--- src/pbsr_pkg.sv ---
package pbsr_pkg;

  localparam int PBSR_QUEUE_DEPTH = 2;
  localparam int DIV_STEPS = 16;
  localparam int NUM_W = 66;
  localparam int DEN_W = 50;

  typedef enum logic [2:0] {
    REG_ROW0   = 3'd0,
    REG_ROW1   = 3'd1,
    REG_ROW2   = 3'd2,
    REG_ROW3   = 3'd3,
    REG_WIDTH  = 3'd4,
    REG_HEIGHT = 3'd5
  } reg_idx_t;

  localparam logic [63:0] ROW0_RST = 64'd4096;
  localparam logic [63:0] ROW1_RST = 64'd268435456;
  localparam logic [63:0] ROW2_RST = 64'd17592186044416;
  localparam logic [63:0] ROW3_RST = 64'd1152921504606846976;
  localparam logic [11:0] WIDTH_RST = 12'd640;
  localparam logic [11:0] HEIGHT_RST = 12'd480;

  typedef struct packed {
    logic signed [31:0] box_min_x;
    logic signed [31:0] box_min_y;
    logic signed [31:0] box_min_z;
    logic signed [31:0] box_max_x;
    logic signed [31:0] box_max_y;
    logic signed [31:0] box_max_z;
  } in_t;

  typedef struct packed {
    logic        on_screen;
    logic [15:0] rect_min_x;
    logic [15:0] rect_min_y;
    logic [15:0] rect_max_x;
    logic [15:0] rect_max_y;
  } out_t;

  typedef struct packed {
    logic             valid;
    logic             last;
    logic             vis;
    logic [NUM_W-1:0] rx;
    logic [NUM_W-1:0] ry;
    logic [DEN_W-1:0] w;
    logic [15:0]      qx;
    logic [15:0]      qy;
  } div_t;

endpackage

--- src/pbsr_queue.sv ---
module pbsr_queue
  import pbsr_pkg::*;
#(
  parameter int DEPTH = PBSR_QUEUE_DEPTH
) (
  input  logic clk,
  input  logic rst,
  input  logic push,
  input  in_t  push_data,
  input  logic pop,
  output in_t  head,
  output logic avail,
  output logic full
);

  localparam int PW = (DEPTH > 1) ? $clog2(DEPTH) : 1;
  localparam int CW = $clog2(DEPTH + 1);

  in_t mem [DEPTH];
  logic [PW-1:0] wr_ptr, rd_ptr;
  logic [CW-1:0] count;

  assign avail = count != '0;
  assign full  = count == CW'(DEPTH);
  assign head  = mem[rd_ptr];

  always_ff @(posedge clk) begin
    if (push) begin
      mem[wr_ptr] <= push_data;
    end
  end

  always_ff @(posedge clk) begin
    if (rst) begin
      wr_ptr <= '0;
      rd_ptr <= '0;
      count  <= '0;
    end else begin
      if (push) begin
        wr_ptr <= (wr_ptr == PW'(DEPTH - 1)) ? '0 : wr_ptr + 1'b1;
      end
      if (pop) begin
        rd_ptr <= (rd_ptr == PW'(DEPTH - 1)) ? '0 : rd_ptr + 1'b1;
      end
      if (push && !pop) begin
        count <= count + 1'b1;
      end else if (pop && !push) begin
        count <= count - 1'b1;
      end
    end
  end

endmodule

--- config.mk ---
export PLATFORM = sky130hd
export DESIGN_NAME = pbsr_queue
export DESIGN_NICKNAME = d
export VERILOG_FILES = /design/src/pbsr_pkg.sv /design/src/pbsr_queue.sv
export SDC_FILE = /design/constraint.sdc
export NUM_CORES = 1
export LEC_CHECK = 0
export BUFFER_PORTS_ARGS = -buffer_cell sky130_fd_sc_hd__buf_4
export CAP_MARGIN = 20
export CORE_ASPECT_RATIO = 0.8
export CORE_MARGIN = 2
export CORE_UTILIZATION = 52
export CTS_CLUSTER_DIAMETER = 100
export DETAILED_ROUTE_END_ITERATION = 10
export HOLD_SLACK_MARGIN = 0.1
export PLACE_DENSITY = 0.85
export SYNTH_ARGS = -nofsm -noshare
export SYNTH_HDL_FRONTEND = slang
export SYNTH_SLANG_ARGS = --single-unit
--- constraint.sdc ---
create_clock -name clk -period 10.48 [get_ports clk]
set_clock_uncertainty 0.05 [all_clocks]
set_input_delay 0.524 -clock clk [delete_from_list [all_inputs] [get_ports clk]]
set_output_delay 0.524 -clock clk [all_outputs]
set_load 0.005 [all_outputs]
==> results of run 1 <==
per-stage QoR:
step	utilization, %	worst slack [ns]
global placement	65.3	7.51
finish	70.3	7.04
detailed placement	65.3	7.55
floorplan	-	0.854
CTS	70.3	6.99
global route	70.3	6.87
kinds of logic after synthesis:
kind of cell / share of synthesized area, %
AND/OR/NAND/NOR: 0.328
XOR/XNOR: 0.248
buffers and inverters: 1.66
flip-flops: 82.3
adder cells (fa/ha/maj): 0.0885
multiplexers: 15.3
AO/OA/AOI/OAI: 0.0708
power groups by stage:
stage / sequential [mW] / clock, mW / combinational [mW]
after detailed placement: 1.88 / 0 / 0.396
final: 1.85 / 1.41 / 0.396
after global routing: 1.86 / 1.49 / 0.424
after global placement: 1.88 / 0 / 0.389
after floorplan: 1.89 / 0 / 0.184
after CTS: 1.85 / 1.44 / 0.401
critical path, delay by kind of cell (launching register included):
kind / cells / cell delay (ns)
buf+inv: 2 / 1.00
flops: 1 / 0.86
mux: 1 / 0.44
final cells by class:
cell class / count / area (sq um) / area share (%)
clock inverters: 22 / 265 / 1.42
diodes: 1 / 2.50 / 0.0134
well taps: 357 / 447 / 2.40
inverters: 1 / 3.75 / 0.0201
clock buffers: 46 / 1040 / 5.60
repair buffers: 396 / 2970 / 15.9
multi-input cells: 208 / 2280 / 12.2
flip-flops and latches: 389 / 11600 / 62.4
worst paths after layout:
| path | from | slack, ns | to | cells past startpoint |
|---|---|---|---|---|
| hold reg to reg | count[1] | 0.46 | count[1] | 2 |
| setup reg to reg | wr_ptr | 8.01 | mem[1][46] | 2 |
| hold / removal | push_data[103] | 0.14 | mem[1][103] | 1 |
| setup / recovery | flip-flop | 7.04 | head[183] | 3 |
placed cells by master, fill, tap and decap left out, drive strengths merged:
cell type  synthesis  final
o21ai              1      1
and2               1      1
mux2             192    192
or2                1      1
a21oi              1      1
diode              0      1
or3                1      1
clkinv             0     15
xor2               2      2
nor2               4      4
clkbuf             0     46
edfxtp           384    384
dfxtp              5      5
buf               21    396
bufinv             0      6
inv                1      1
clkinvlp           0      1
xnor2              2      2
nor2b              2      2
ha                 1      1
cells in the mapped netlist:
cell type,instances
sky130_fd_sc_hd__edfxtp_1,384
sky130_fd_sc_hd__mux2_2,192
sky130_fd_sc_hd__buf_6,20
sky130_fd_sc_hd__dfxtp_1,5
sky130_fd_sc_hd__nor2_1,4
sky130_fd_sc_hd__nor2b_1,2
sky130_fd_sc_hd__xnor2_1,2
sky130_fd_sc_hd__xor2_1,2
sky130_fd_sc_hd__a21oi_1,1
sky130_fd_sc_hd__and2_1,1
sky130_fd_sc_hd__buf_2,1
sky130_fd_sc_hd__ha_1,1
sky130_fd_sc_hd__inv_1,1
sky130_fd_sc_hd__o21ai_0,1
sky130_fd_sc_hd__or2_2,1
sky130_fd_sc_hd__or3_1,1
registers in the layout, indices dropped and copies added (netlist names), named ones only:
name,flops
mem,384
count,2
rd_ptr,1
wr_ptr,1
layer usage:
layer  share of wire (%)  vias up
met4                 2.8        2
met2                  49      359
met5               0.054        -
li1                    -     3304
met1                  38     3553
met3                 9.9       67
==> out/results.tsv, run 1 <==
metric	value	unit
layout_worst_path_cycle_share	32.8	%
grt_use_total	20.2	%
finalInstanceArea	18600	sq um
power.sequential.fraction	50.6	%
nets	1231	
power_switching	749	uW
endpoint_kind	output pin	
fin_crit	3.44	ns
required	9.91	ns
share_clk_of_total_power	38.5	%
grt_setup_unrepaired	false	
ys_top_cells_by_area	sky130_fd_sc_hd__edfxtp_1, sky130_fd_sc_hd__mux2_2, sky130_fd_sc_hd__buf_6, sky130_fd_sc_hd__dfxtp_1, sky130_fd_sc_hd__xnor2_1	
worst-setup-path-type	reg -> out	
grtUsageMet2	34.3	%
grt_pass1_vias	7509	
hpwl	19.5	mm
path_max_fanout	70	
synth_warnings	0	
grt_first_pass_wirelength	43.1	mm
worst_skew_pair.late_latency	0.50	ns
yosys.area.top_type_share	81.6	%
area_of_the_core_region	26500	sq um
post_cts_buffers	0	
place.detailed.instances	1351	
synth_cell_types	16	
number_of_levels_in_the_clock_h_tree	2	
drt-pass1-iter-count	4	
detailedRoute.firstIterationViolations	486	
routedWlPerCell	21.0	um
syn-instance-count	619	
die_area	28500	sq um
mappedNetlistNets	816	
effective_utilization_at_floorplan	53.3	%
cts.path.max_buffers	3	
maxSlewViolCount	0	
leakage	6.97	nW
dr_total_vias	7285	
cts.sinks	389	
grt_antenna_before_repair	2	
dpl_cell_area	17300	sq um
layoutNonFillerInstCount	1420	
synthesis.area_per_instance	22.8	sq um
port_buffer_count	389	
worstPathArrival	2.86	ns
drive_gt1_share	61.0	%
hold_wc_path_type	in -> reg	
slew_headroom	38.6	%
chipWidth	188	um
grt_remaining_overflow	0	
die_y_extent	151	um
boundaryPins	390	
area_growth_syn_to_layout	32.0	%
max_cap_violations	0	
route.detailed.vias_per_inst	5.13	
crit_path_cell_trace	buf_4, mux2_2, buf_4	
synth.cell_area	14100	sq um
largest_net_degree_at_the_start_of_global_routing	71	
irDropWorstVdd	0.000140	V
power_switching_share	20.5	%
outcome	complete, no violations	
clk_pin_slew	0.06	ns
power.density_cell_area	196	nW/um^2
drt.antenna.violating_nets	0	
routabilityCongestion	0.741	
synth_area_leader_cell	sky130_fd_sc_hd__edfxtp_1	
total_power	3.65	mW
post_route_worst_hold_slack	0.142	ns
setup_total_neg_slack	0	ns
placement_rows	53	
cp_common_cell	sky130_fd_sc_hd__buf_4	
clock_tree_from_tritoncts	yes	
routed_wire_length	29.9	mm
cts-resized-gates	0	
p_int	2.90	mW
route.detailed.drc	0	
synth_seq_area_share	82.3	%
timing.critical_path.slowest_cell_delay	0.86	ns
comb_power_share	10.9	%
met1_usage_grt	24.5	%
hold_viol_final	0	
clock.fmax	0.291	GHz
final-setup-viol-count	0	
gr_layer_usage_met3	7.07	%
slew_at_the_pin_closest_to_its_max_slew_limit	0.921	ns
cts_inserted_buffers	38	
ctsHoldBuffers	0	
root_buffer	sky130_fd_sc_hd__clkbuf_16	
fillers	1611	
cell_with_the_largest_stage_delay_on_the_worst_path	sky130_fd_sc_hd__dfxtp_4	
gr-max-usage-layer	met2	
synth.ff_latch_count	389	
setup.worst_path.start_class	flip-flop	
Note: power is estimated with default switching activity, not from simulation.
==> run 2, diff against run 1 <==
==> constraint.sdc (replaced) <==
create_clock -name clk -period 3.3 [get_ports clk]
set_clock_uncertainty 0.05 [all_clocks]
set_input_delay 0.165 -clock clk [delete_from_list [all_inputs] [get_ports clk]]
set_output_delay 0.165 -clock clk [all_outputs]
set_load 0.005 [all_outputs]
==> run 2 against run 1 <==
Against the previous run:
- largest power group unchanged
- count of clock-buffer cells in the layout up 5
- worst setup slack worse by 6.1 ns
- first-iteration DRC count up 20%
- critical path type unchanged
- highest routed layer is now met4
- sequential cell count unchanged
- sequential power rose to 3.2 times the previous value
- power rose to 3.2 times the previous value
- die area unchanged
- critical path depth unchanged
- hold slack better by 0.19 ns
- register-to-register slack worse by 6.5 ns
- routed wire length up 23%
- via count up 15%
==> out/results.tsv, run 2 (same netlist as run 1, synthesis figures left out) <==
metric	value	unit
max_cap_violations	0	
endpoint_kind	output pin	
grt_use_total	25.4	%
largest_register	mem	
clock.fmax	0.429	GHz
maxSlewViolCount	0	
irDropWorstVdd	0.000476	V
timing.critical_path.slowest_cell_delay	0.52	ns
hpwl	20.5	mm
crit_path_cell_trace	buf_12, mux2_2, buf_4	
routed_wire_length	36.9	mm
hold_viol_final	0	
worst-setup-path-type	reg -> out	
grt_antenna_before_repair	2	
setup_slack	0.971	ns
worstPathArrival	2.11	ns
reg_top3	mem (384), count (2)	
route.detailed.drc	0	
setup.worst_path.start_class	flip-flop	
dr_total_vias	8347	
detailedRoute.firstIterationViolations	582	
hold_path.startpoint	push_data[110]	
r2r-start	wr_ptr	
routedWlPerCell	22.7	um
drt-pass1-iter-count	5	
clock_tree_from_tritoncts	yes	
path_max_fanout	93	
cts.sinks	389	
outcome	complete, no violations	
chipWidth	188	um
hold_wc_path_type	in -> reg	
final-setup-viol-count	0	
fin_crit	2.33	ns
die_y_extent	151	um
largest_net_degree_at_the_start_of_global_routing	94	
port_buffer_count	389	
setup_total_neg_slack	0	ns
drive_gt1_share	51.4	%
root_buffer	sky130_fd_sc_hd__clkbuf_16	
required	3.08	ns
placement_rows	53	
layout_commonest_cell	sky130_fd_sc_hd__buf_4	
routabilityCongestion	0.797	
cell_with_the_largest_stage_delay_on_the_worst_path	sky130_fd_sc_hd__dfxtp_4	
post_cts_buffers	0	
total_length_of_routed_met3_wires	3.96	mm
total_power	11.6	mW
leakage	7.78	nW
boundaryPins	390	
grt_pass1_vias	9195	
cts_inserted_buffers	38	
layout_common_cells	sky130_fd_sc_hd__buf_4, sky130_fd_sc_hd__edfxtp_1, sky130_fd_sc_hd__dlygate4sd3_1	
grt_remaining_overflow	0	
layout_worst_path_cycle_share	70.6	%
largest_reg_flops	384	
number_of_levels_in_the_clock_h_tree	2	
clk_pin_slew	0.06	ns
nets	1432	
route.detailed.vias_per_inst	5.13	
effective_utilization_at_floorplan	53.3	%
maxUsedRoutingLayer	met4	
worst_skew_pair.late_latency	0.51	ns
power.density_cell_area	561	nW/um^2
drt.antenna.violating_nets	0	
area_growth_syn_to_layout	46.0	%
grt_first_pass_wirelength	54.0	mm
routedLengthMet1	13.0	mm
slew_at_the_pin_closest_to_its_max_slew_limit	0.765	ns
area_of_the_core_region	26500	sq um
cts.path.max_buffers	3	
grt_setup_unrepaired	false	
dpl_cell_area	17500	sq um
die_area	28500	sq um
fillers	1334	
slew_headroom	49.0	%
dp_worst_setup_slack	1.51	ns
finalInstanceArea	20600	sq um
routed-wl-met2	19.2	mm
-- run 2: worst paths after layout --
kind	slack, ns	depth (start not counted)	end
min reg2reg	0.46	2	count[1]
max reg2reg	1.50	3	mem[0][167]
min	0.33	2	mem[0][110]
max	0.97	3	head[46]
-- run 2: power breakdown --
part / switching [mW] / internal [mW] / total (mW)
Combinational: 0.660 / 0.905 / 1.57
Clock: 1.78 / 2.35 / 4.13
Sequential: 0.0958 / 5.77 / 5.87
-- run 2: per-stage QoR --
stage	cells	hold WS [ns]	util [%]
3_5_place_dp	1356	0.302	65.9
3_3_place_gp	1356	0.299	65.9
6_report	1626	0.328	77.8
2_1_floorplan	619	0.180	-
4_1_cts	1622	0.305	77.7
5_1_grt	1624	0.314	77.7
-- run 2: final cells by class --
type                    count  area (sq um)  area share, %
inverters                   1          3.75         0.0182
flip-flops and latches    389         11600           56.4
repair buffers            597          5070           24.6
well taps                 357           447           2.17
multi-input cells         208          2280           11.0
diodes                      4          10.0         0.0485
clock inverters            19           116          0.564
clock buffers              51          1060           5.16
-- run 2: timing repair --
item	in CTS	in global routing
hold endpoints to repair	389	0
hold buffers	196	0
gates resized for setup	0	0
-- run 2: layer usage --
layer | global-route usage, % | up-vias
met5 | 0 | -
met4 | 6.60 | 0
met3 | 8.76 | 55
met2 | 45.4 | 449
met1 | 29.7 | 4135
li1 | - | 3708
-- run 2: critical path: cells and delay by family (launching register included) --
kind     cells  cell delay, ns
buf+inv      2            0.58
flops        1            0.52
mux          1            0.43
